File: src/hdl/plpg_pkg.sv
// Shared types and constants for the parametric line point generator.
// No dependencies; every other file in hdl/ imports this package.
package plpg_pkg;

  localparam int unsigned CoordW    = 5;
  localparam int unsigned CountW    = 7;
  localparam int unsigned GlyphW    = 8;
  localparam int unsigned MaxPoints = 64;
  localparam int unsigned DenW      = $clog2(MaxPoints);
  localparam int unsigned DivCntW   = $clog2(CoordW + 1);

  localparam logic [CountW-1:0] MinCount = CountW'(2);
  localparam logic [CountW-1:0] MaxCount = CountW'(MaxPoints);

  // Request to the shared divider: unsigned coordinate delta over count minus one
  typedef struct packed {
    logic              start;
    logic [CoordW-1:0] dividend;
    logic [DenW-1:0]   divisor;
  } plpg_div_req_t;

  // Divider result, valid for one cycle when done is high
  typedef struct packed {
    logic              done;
    logic [CoordW-1:0] quot;
    logic [DenW-1:0]   rem;
  } plpg_div_rsp_t;

endpackage

File: src/hdl/plpg_div.sv
// Shared restoring divider: one quotient bit per cycle over the coordinate width.
// Depends on plpg_pkg for the request and response structs.
module plpg_div (
  input  logic                   clk_i,
  input  logic                   rst_ni,
  input  plpg_pkg::plpg_div_req_t req_i,
  output plpg_pkg::plpg_div_rsp_t rsp_o
);
  import plpg_pkg::*;

  logic               busy_q, busy_d;
  logic               done_q, done_d;
  logic [DivCntW-1:0] cnt_q, cnt_d;
  logic [CoordW-1:0]  dvd_q, dvd_d;
  logic [CoordW-1:0]  quot_q, quot_d;
  logic [DenW-1:0]    rem_q, rem_d;
  logic [DenW-1:0]    dvs_q, dvs_d;
  logic [DenW:0]      trial;
  logic [DenW:0]      diff;
  logic               ge;

  // Shift in the next dividend bit and try a subtract
  always_comb begin
    trial = {rem_q, dvd_q[CoordW-1]};
    diff  = trial - {1'b0, dvs_q};
    ge    = trial >= {1'b0, dvs_q};
  end

  always_comb begin
    busy_d = busy_q;
    done_d = 1'b0;
    cnt_d  = cnt_q;
    dvd_d  = dvd_q;
    quot_d = quot_q;
    rem_d  = rem_q;
    dvs_d  = dvs_q;
    if (req_i.start) begin
      busy_d = 1'b1;
      cnt_d  = DivCntW'(CoordW);
      dvd_d  = req_i.dividend;
      dvs_d  = req_i.divisor;
      rem_d  = '0;
      quot_d = '0;
    end else if (busy_q) begin
      dvd_d  = {dvd_q[CoordW-2:0], 1'b0};
      quot_d = {quot_q[CoordW-2:0], ge};
      rem_d  = ge ? diff[DenW-1:0] : trial[DenW-1:0];
      cnt_d  = cnt_q - DivCntW'(1);
      if (cnt_q == DivCntW'(1)) begin
        busy_d = 1'b0;
        done_d = 1'b1;
      end
    end
  end

  // Hold control state under reset; the datapath needs none
  always_ff @(posedge clk_i or negedge rst_ni) begin
    if (!rst_ni) begin
      busy_q <= 1'b0;
      done_q <= 1'b0;
      cnt_q  <= '0;
    end else begin
      busy_q <= busy_d;
      done_q <= done_d;
      cnt_q  <= cnt_d;
    end
  end

  always_ff @(posedge clk_i) begin
    dvd_q  <= dvd_d;
    quot_q <= quot_d;
    rem_q  <= rem_d;
    dvs_q  <= dvs_d;
  end

  assign rsp_o.done = done_q;
  assign rsp_o.quot = quot_q;
  assign rsp_o.rem  = rem_q;

`ifndef ASSERT_OFF
  a_rem_below_divisor: assert property (@(posedge clk_i) disable iff (!rst_ni)
    done_q |-> rem_q < dvs_q)
    else $error("divider remainder not below divisor");
  a_done_pulse: assert property (@(posedge clk_i) disable iff (!rst_ni)
    done_q |=> !done_q)
    else $error("divider done held longer than one cycle");
  a_divisor_nonzero: assert property (@(posedge clk_i) disable iff (!rst_ni)
    req_i.start |-> req_i.divisor != '0)
    else $error("divider started with zero divisor");
`endif

endmodule

File: src/hdl/plpg_axis.sv
// One coordinate axis: floor quotient plus remainder accumulator, one point per step.
// Depends on plpg_pkg for widths and the divider response struct.
module plpg_axis (
  input  logic                   clk_i,
  input  logic                   load_i,
  input  logic                   neg_i,
  input  logic [plpg_pkg::CoordW-1:0] origin_i,
  input  plpg_pkg::plpg_div_rsp_t div_i,
  input  logic [plpg_pkg::DenW-1:0]   den_i,
  input  logic                   step_i,
  output logic [plpg_pkg::CoordW-1:0] pos_o
);
  import plpg_pkg::*;

  localparam int unsigned StepW = CoordW + 2;

  logic [StepW-1:0]  dq_q, dq_d;
  logic [DenW-1:0]   dr_q, dr_d;
  logic [DenW-1:0]   r_q, r_d;
  logic [CoordW-1:0] pos_q, pos_d;
  logic [DenW:0]     rsum;
  logic              carry;
  logic [StepW-1:0]  pos_next;

  // Turn the unsigned quotient into a floor quotient and nonnegative remainder
  always_comb begin
    if (neg_i && div_i.rem != '0) begin
      dq_d = StepW'(0) - StepW'(div_i.quot) - StepW'(1);
      dr_d = den_i - div_i.rem;
    end else if (neg_i) begin
      dq_d = StepW'(0) - StepW'(div_i.quot);
      dr_d = '0;
    end else begin
      dq_d = StepW'(div_i.quot);
      dr_d = div_i.rem;
    end
  end

  // Advance: add the fractional step, carry one when the remainder wraps
  always_comb begin
    rsum     = {1'b0, r_q} + {1'b0, dr_q};
    carry    = rsum >= {1'b0, den_i};
    pos_next = StepW'(pos_q) + dq_q + StepW'(carry);
    r_d      = r_q;
    pos_d    = pos_q;
    if (load_i) begin
      r_d   = '0;
      pos_d = origin_i;
    end else if (step_i) begin
      r_d   = carry ? DenW'(rsum - {1'b0, den_i}) : rsum[DenW-1:0];
      pos_d = pos_next[CoordW-1:0];
    end
  end

  always_ff @(posedge clk_i) begin
    if (load_i) begin
      dq_q <= dq_d;
      dr_q <= dr_d;
    end
    r_q   <= r_d;
    pos_q <= pos_d;
  end

  assign pos_o = pos_q;

endmodule

File: src/hdl/parametric_line_point_generator.sv
// Parametric line point generator, top level: sequencer, shared divider, two axes.
// After a command is accepted, out_valid_o rises once two 5-bit divides have run in turn
// on the one shared divider, x first and then y; then one point per cycle while the
// output is taken. No command is taken while busy.
// Reset (rst_ni, async, active low) returns the sequencer to idle and drops out_valid_o.
module parametric_line_point_generator (
  input  logic                          clk_i,
  input  logic                          rst_ni,
  input  logic                          in_valid_i,
  output logic                          in_ready_o,
  input  logic [plpg_pkg::CoordW-1:0]   start_x_i,
  input  logic [plpg_pkg::CoordW-1:0]   start_y_i,
  input  logic [plpg_pkg::CoordW-1:0]   end_x_i,
  input  logic [plpg_pkg::CoordW-1:0]   end_y_i,
  input  logic [plpg_pkg::CountW-1:0]   point_count_i,
  input  logic [plpg_pkg::GlyphW-1:0]   glyph_i,
  output logic                          out_valid_o,
  input  logic                          out_ready_i,
  output logic [plpg_pkg::CoordW-1:0]   point_x_o,
  output logic [plpg_pkg::CoordW-1:0]   point_y_o,
  output logic [plpg_pkg::GlyphW-1:0]   point_glyph_o,
  output logic                          last_point_o
);
  import plpg_pkg::*;

  typedef enum logic [1:0] {StIdle, StDivX, StDivY, StEmit} state_e;

  state_e            state_q, state_d;
  logic [DenW-1:0]   den_q, den_d;
  logic [DenW-1:0]   idx_q, idx_d;
  logic [GlyphW-1:0] glyph_q, glyph_d;
  logic [CoordW-1:0] x0_q, x0_d, y0_q, y0_d;
  logic [CoordW-1:0] dy_mag_q, dy_mag_d;
  logic              x_neg_q, x_neg_d, y_neg_q, y_neg_d;

  logic              accept, out_fire, last;
  logic [CountW-1:0] count_clamped;
  logic [CountW-1:0] count_m1;
  logic              in_x_neg, in_y_neg;
  logic [CoordW-1:0] in_dx_mag, in_dy_mag;
  logic              load_x, load_y, step;

  plpg_div_req_t div_req;
  plpg_div_rsp_t div_rsp;

  assign accept   = in_valid_i && in_ready_o;
  assign last     = idx_q == den_q;
  assign out_fire = out_valid_o && out_ready_i;

  // Clamp the count and form the deltas of the incoming command
  always_comb begin
    if (point_count_i < MinCount) begin
      count_clamped = MinCount;
    end else if (point_count_i > MaxCount) begin
      count_clamped = MaxCount;
    end else begin
      count_clamped = point_count_i;
    end
    count_m1  = count_clamped - CountW'(1);
    in_x_neg  = end_x_i < start_x_i;
    in_y_neg  = end_y_i < start_y_i;
    in_dx_mag = in_x_neg ? start_x_i - end_x_i : end_x_i - start_x_i;
    in_dy_mag = in_y_neg ? start_y_i - end_y_i : end_y_i - start_y_i;
  end

  // Sequence: divide x, divide y, then emit one point per transaction
  always_comb begin
    state_d  = state_q;
    den_d    = den_q;
    idx_d    = idx_q;
    glyph_d  = glyph_q;
    x0_d     = x0_q;
    y0_d     = y0_q;
    dy_mag_d = dy_mag_q;
    x_neg_d  = x_neg_q;
    y_neg_d  = y_neg_q;
    load_x   = 1'b0;
    load_y   = 1'b0;
    step     = 1'b0;
    div_req.start    = 1'b0;
    div_req.dividend = in_dx_mag;
    div_req.divisor  = count_m1[DenW-1:0];
    case (state_q)
      StIdle: begin
        if (accept) begin
          den_d    = count_m1[DenW-1:0];
          glyph_d  = glyph_i;
          x0_d     = start_x_i;
          y0_d     = start_y_i;
          dy_mag_d = in_dy_mag;
          x_neg_d  = in_x_neg;
          y_neg_d  = in_y_neg;
          div_req.start = 1'b1;
          state_d  = StDivX;
        end
      end
      StDivX: begin
        div_req.dividend = dy_mag_q;
        div_req.divisor  = den_q;
        if (div_rsp.done) begin
          load_x        = 1'b1;
          div_req.start = 1'b1;
          state_d       = StDivY;
        end
      end
      StDivY: begin
        div_req.dividend = dy_mag_q;
        div_req.divisor  = den_q;
        if (div_rsp.done) begin
          load_y  = 1'b1;
          idx_d   = '0;
          state_d = StEmit;
        end
      end
      StEmit: begin
        div_req.dividend = dy_mag_q;
        div_req.divisor  = den_q;
        if (out_fire) begin
          if (last) begin
            state_d = StIdle;
          end else begin
            step  = 1'b1;
            idx_d = idx_q + DenW'(1);
          end
        end
      end
      default: begin
        state_d = StIdle;
      end
    endcase
  end

  always_ff @(posedge clk_i or negedge rst_ni) begin
    if (!rst_ni) begin
      state_q <= StIdle;
    end else begin
      state_q <= state_d;
    end
  end

  always_ff @(posedge clk_i) begin
    den_q    <= den_d;
    idx_q    <= idx_d;
    glyph_q  <= glyph_d;
    x0_q     <= x0_d;
    y0_q     <= y0_d;
    dy_mag_q <= dy_mag_d;
    x_neg_q  <= x_neg_d;
    y_neg_q  <= y_neg_d;
  end

  plpg_div u_div (
    .clk_i  (clk_i),
    .rst_ni (rst_ni),
    .req_i  (div_req),
    .rsp_o  (div_rsp)
  );

  plpg_axis u_axis_x (
    .clk_i    (clk_i),
    .load_i   (load_x),
    .neg_i    (x_neg_q),
    .origin_i (x0_q),
    .div_i    (div_rsp),
    .den_i    (den_q),
    .step_i   (step),
    .pos_o    (point_x_o)
  );

  plpg_axis u_axis_y (
    .clk_i    (clk_i),
    .load_i   (load_y),
    .neg_i    (y_neg_q),
    .origin_i (y0_q),
    .div_i    (div_rsp),
    .den_i    (den_q),
    .step_i   (step),
    .pos_o    (point_y_o)
  );

  assign in_ready_o    = state_q == StIdle;
  assign out_valid_o   = state_q == StEmit;
  assign point_glyph_o = glyph_q;
  assign last_point_o  = last;

`ifndef ASSERT_OFF
  a_idx_in_range: assert property (@(posedge clk_i) disable iff (!rst_ni)
    out_valid_o |-> idx_q <= den_q)
    else $error("point index beyond count");
  a_last_returns_idle: assert property (@(posedge clk_i) disable iff (!rst_ni)
    out_fire && last_point_o |=> in_ready_o && !out_valid_o)
    else $error("sequencer did not return to idle after final point");
  a_first_point_origin: assert property (@(posedge clk_i) disable iff (!rst_ni)
    $rose(out_valid_o) |-> point_x_o == x0_q && point_y_o == y0_q && idx_q == '0)
    else $error("first point is not the start endpoint");
  a_div_only_when_ready: assert property (@(posedge clk_i) disable iff (!rst_ni)
    div_rsp.done |-> state_q == StDivX || state_q == StDivY)
    else $error("divider result arrived outside a divide state");
`endif

endmodule
File: config.mk
export PLATFORM = sky130hd
export DESIGN_NAME = parametric_line_point_generator
export DESIGN_NICKNAME = d
export VERILOG_FILES = /design/src/hdl/plpg_pkg.sv /design/src/hdl/plpg_div.sv /design/src/hdl/plpg_axis.sv /design/src/hdl/parametric_line_point_generator.sv
export SDC_FILE = /design/constraint.sdc
export NUM_CORES = 1
export LEC_CHECK = 0
export ABC_AREA = 1
export BUFFER_PORTS_ARGS = -buffer_cell sky130_fd_sc_hd__buf_2
export CAP_MARGIN = 30
export CORE_MARGIN = 3
export CORE_UTILIZATION = 30
export CTS_CLUSTER_SIZE = 8
export DETAILED_ROUTE_END_ITERATION = 6
export GPL_ROUTABILITY_DRIVEN = 0
export GPL_TIMING_DRIVEN = 0
export SLEW_MARGIN = 0
export SYNTH_ARGS = -nofsm -noshare
export SYNTH_HDL_FRONTEND = slang
export SYNTH_SLANG_ARGS = --single-unit
File: constraint.sdc
create_clock -name clk_i -period 3.5 [get_ports clk_i]
set_input_delay 0.175 -clock clk_i [delete_from_list [all_inputs] [get_ports clk_i]]
set_output_delay 0.175 -clock clk_i [all_outputs]
set_load 0.05 [all_outputs]
==> results.toml <==
[outcome]
outcome = "complete, but fails checks"
violations = "negative setup slack"

[critical_path]
reg2reg_depth = 19
crit_path_max_fanout = 4
crit_buf_inv = 2
path_cells = "ha_4 -> fa_2 -> a21oi_2 -> o21ai_2 -> xor2_1 -> inv_1 -> ha_4 -> a21oi_2 -> a21boi_4 -> nand2_2 -> nand2_4 -> nand2_8 -> fa_2 -> inv_2 -> fa_2 -> o21ai_1 -> a21oi_1 -> xor2_1 -> o21ai_1"
cp-start-kind = "flip-flop"
crit_arrival_ns = 3.79
rrSetupSlack_ns = -0.19
path_class = "flip-flop to flip-flop"
worstPathRequired_ns = 3.60
crit_cells = 19
max_stage_delay_ns = 0.45
worstSetupEndpointType = "flip-flop"
critPathTopFamily = "adder cells"
slowest_stage = "edfxtp_1"
crit_top_cell = "fa_2"

[yosys]
synth_edf_count = 80
synth_top_flop_cell = "edfxtp_1"
synth_area_mm2 = 0.00748
async_reset_ff_share_pct = 6.36
synth_cells = 849
avgSynthCellArea_um2 = 8.81
synth_seq_cells = 110
ys_warn_count = 0
ys_types = 49
seq_area_frac_synth_pct = 40.6
syn_nets = 971

[die]
die-area_mm2 = 0.0269
pin_count = 60
die_h_um = 164
die_w_um = 164
core_mm2 = 0.0244
row_count = 57
start_util_pct = 30.7

[power_and_ir_drop]
power.total_mw = 8.30
ir_drop_v = 0.000300
power_leakage_nw = 4.19
powerDensity_mw_per_mm2 = 929

[sta]
fin_tns_setup_ns = -0.423
worst_pin_slew_ns = 0.919
maxSlewHeadroom_pct = 38.7
slew_viol_final = 0
min_period_over_period_pct = 105
fin_skew_ns = 0.00663
period_minus_slack_ns = 3.69
setup_viol = 3
max_freq_mhz = 271
rsz0062_at_grt = "yes"
fin_ws_ns = -0.188
hold_viol = 0

[worst_hold_path]
holdPathStages = 1
hold_path.class = "input pin to flip-flop"

[layout]
stdcell_area_mm2 = 0.00894
diodes = 0
multi_input_area_mm2 = 0.00399
final_common_cell = "nand2_1"
layout_common_cells = "nand2_1, inv_1, edfxtp_1, ha_1, buf_2"
seq_area_mm2 = 0.00304
fin_nets = 1074
fillers = 2480
area_growth_pct = 19.5
drive_gt1_share_pct = 18.2

[routing]
wl_per_cell_um = 13.0
drt_wl_total_um = 16700
vias = 5894
ant_nets = 0
drtIter0Drc = 226
drc = 0
first_pass_iters = 5
via_per_inst = 4.60

[cts]
worstSkewPairLatency_ns = 0.36
path_clk_slew_ns = 0.08
cts-root-buf = "clkbuf_16"
cts.sinks = 110
htreeDepth = 3
cts_tree = "built"
cts_made_buffers = 9
cts_buffer_depth = 2

[place]
place.detailed.hpwl_um = 12800
io_buffer_count = 59
dpl-instance-area_mm2 = 0.00825

[flow_run]
drv_cap = 0

[grt]
grt_max_degree = 21
grt_pass1_vias = 5657
grt_pass1_wl_um = 27700
grtUsageTotal_pct = 12.9
antenna_found_initial = 0
grt-ovfl-total = 0
==> what timing repair did <==
action                                  in CTS  in global routing
resized for setup                           28                  7
pin swaps                                   22                 18
endpoints found under the setup margin       8                  8
buffers inserted                            13                  9
hold endpoints to repair                    16                  0
hold buffers                                10                  0
==> routing by layer <==
| metal | vias to the layer above | GRT usage [%] | share of wire (%) |
|---|---|---|---|
| met1 | 2758 | 16.7 | 46 |
| met4 | 0 | 3.46 | 1.8 |
| met5 | - | 0 | 0 |
| met3 | 19 | 2.60 | 3.5 |
| met2 | 105 | 22.2 | 48 |
| li1 | 3012 | - | - |
==> sequential cells by signal, summed over array words and instances (netlist names), 6 cells and up <==
signal / flops
point_glyph_o: 8
den_q: 6
idx_q: 6
u_axis_x.dr_q: 6
u_axis_x.r_q: 6
u_axis_y.dr_q: 6
u_axis_y.r_q: 6
u_div.dvs_q: 6
u_div.rem_q: 6
==> final timing paths <==
kind                                  start           endpoint
max                        u_axis_x.dr_q[0]  u_axis_x.pos_o[4]
min                            start_y_i[4]            y0_q[4]
max reg2reg                u_axis_x.dr_q[0]  u_axis_x.pos_o[4]
min reg2reg                 u_axis_y.r_q[3]    u_axis_y.r_q[3]
max in group asynchronous            rst_ni         state_q[1]
min in group asynchronous            rst_ni     u_div.cnt_q[0]
==> per-stage QoR <==
stage,std cells,worst slack [ns],hold slack (ns),util (%)
after floorplan,849,-0.0211,-0.121,-
after global placement,1232,-0.453,0.0365,33.7
after detailed placement,1233,-0.434,0.0394,33.8
after CTS,1272,-0.216,0.00174,36.3
after global routing,1281,-0.425,0.00381,36.7
final,1281,-0.188,0.0204,36.7
==> kinds of logic (layout without fill, tap and decap cells) <==
family                     Yosys count  after routing  synth area share (%)
AOI/OAI and AO/OA                  123            123                  9.76
xor gates and xnor gates            50             50                  5.95
adders and majority gates           83             83                  15.3
buffers and inverters              155            263                  7.96
DFF                                110            110                  40.6
and+or+nand+nor                    328            328                  20.4
==> worst reg2reg max path: cells and delay by family, from the launching register on <==
kind,cells,cell delay [ns]
DFF,1,0.45
AOI/OAI and AO/OA,7,0.85
buffers and inverters,2,0.17
xor gates and xnor gates,2,0.36
and+or+nand+nor,3,0.24
adders and majority gates,5,1.37
==> power by group <==
part / switching [mW] / total, mW / internal (mW)
logic: 2.92 / 4.96 / 2.04
clock network: 0.484 / 1.12 / 0.631
registers: 0.271 / 2.23 / 1.96
total: 3.67 / 8.30 / 4.63
==> cells in the mapped netlist (all sizes together) (8+ instances only) <==
cell	n	area [um^2]
a21oi	36	206
dfxtp	23	460
edfxtp	80	2400
fa	14	280
ha	69	863
inv	148	561
nand2	207	842
nand3	55	303
nand4	12	75.1
nor2	37	191
nor3	8	55.1
o21ai	51	263
o22ai	16	100
xnor2	16	140
xor2	34	305
==> cell type report <==
| cell class | instances | area share (%) |
|---|---|---|
| Inverter | 148 | 6.27 |
| Tap cell | 324 | 4.53 |
| Buffer | 7 | 0.392 |
| Timing Repair Buffer | 92 | 6.62 |
| Clock inverter | 7 | 1.08 |
| Clock buffer | 9 | 2.52 |
| Multi-Input combinational cell | 584 | 44.6 |
| Sequential cell | 110 | 34.0 |
No activity file was read; power rests on OpenSTA's default activity.
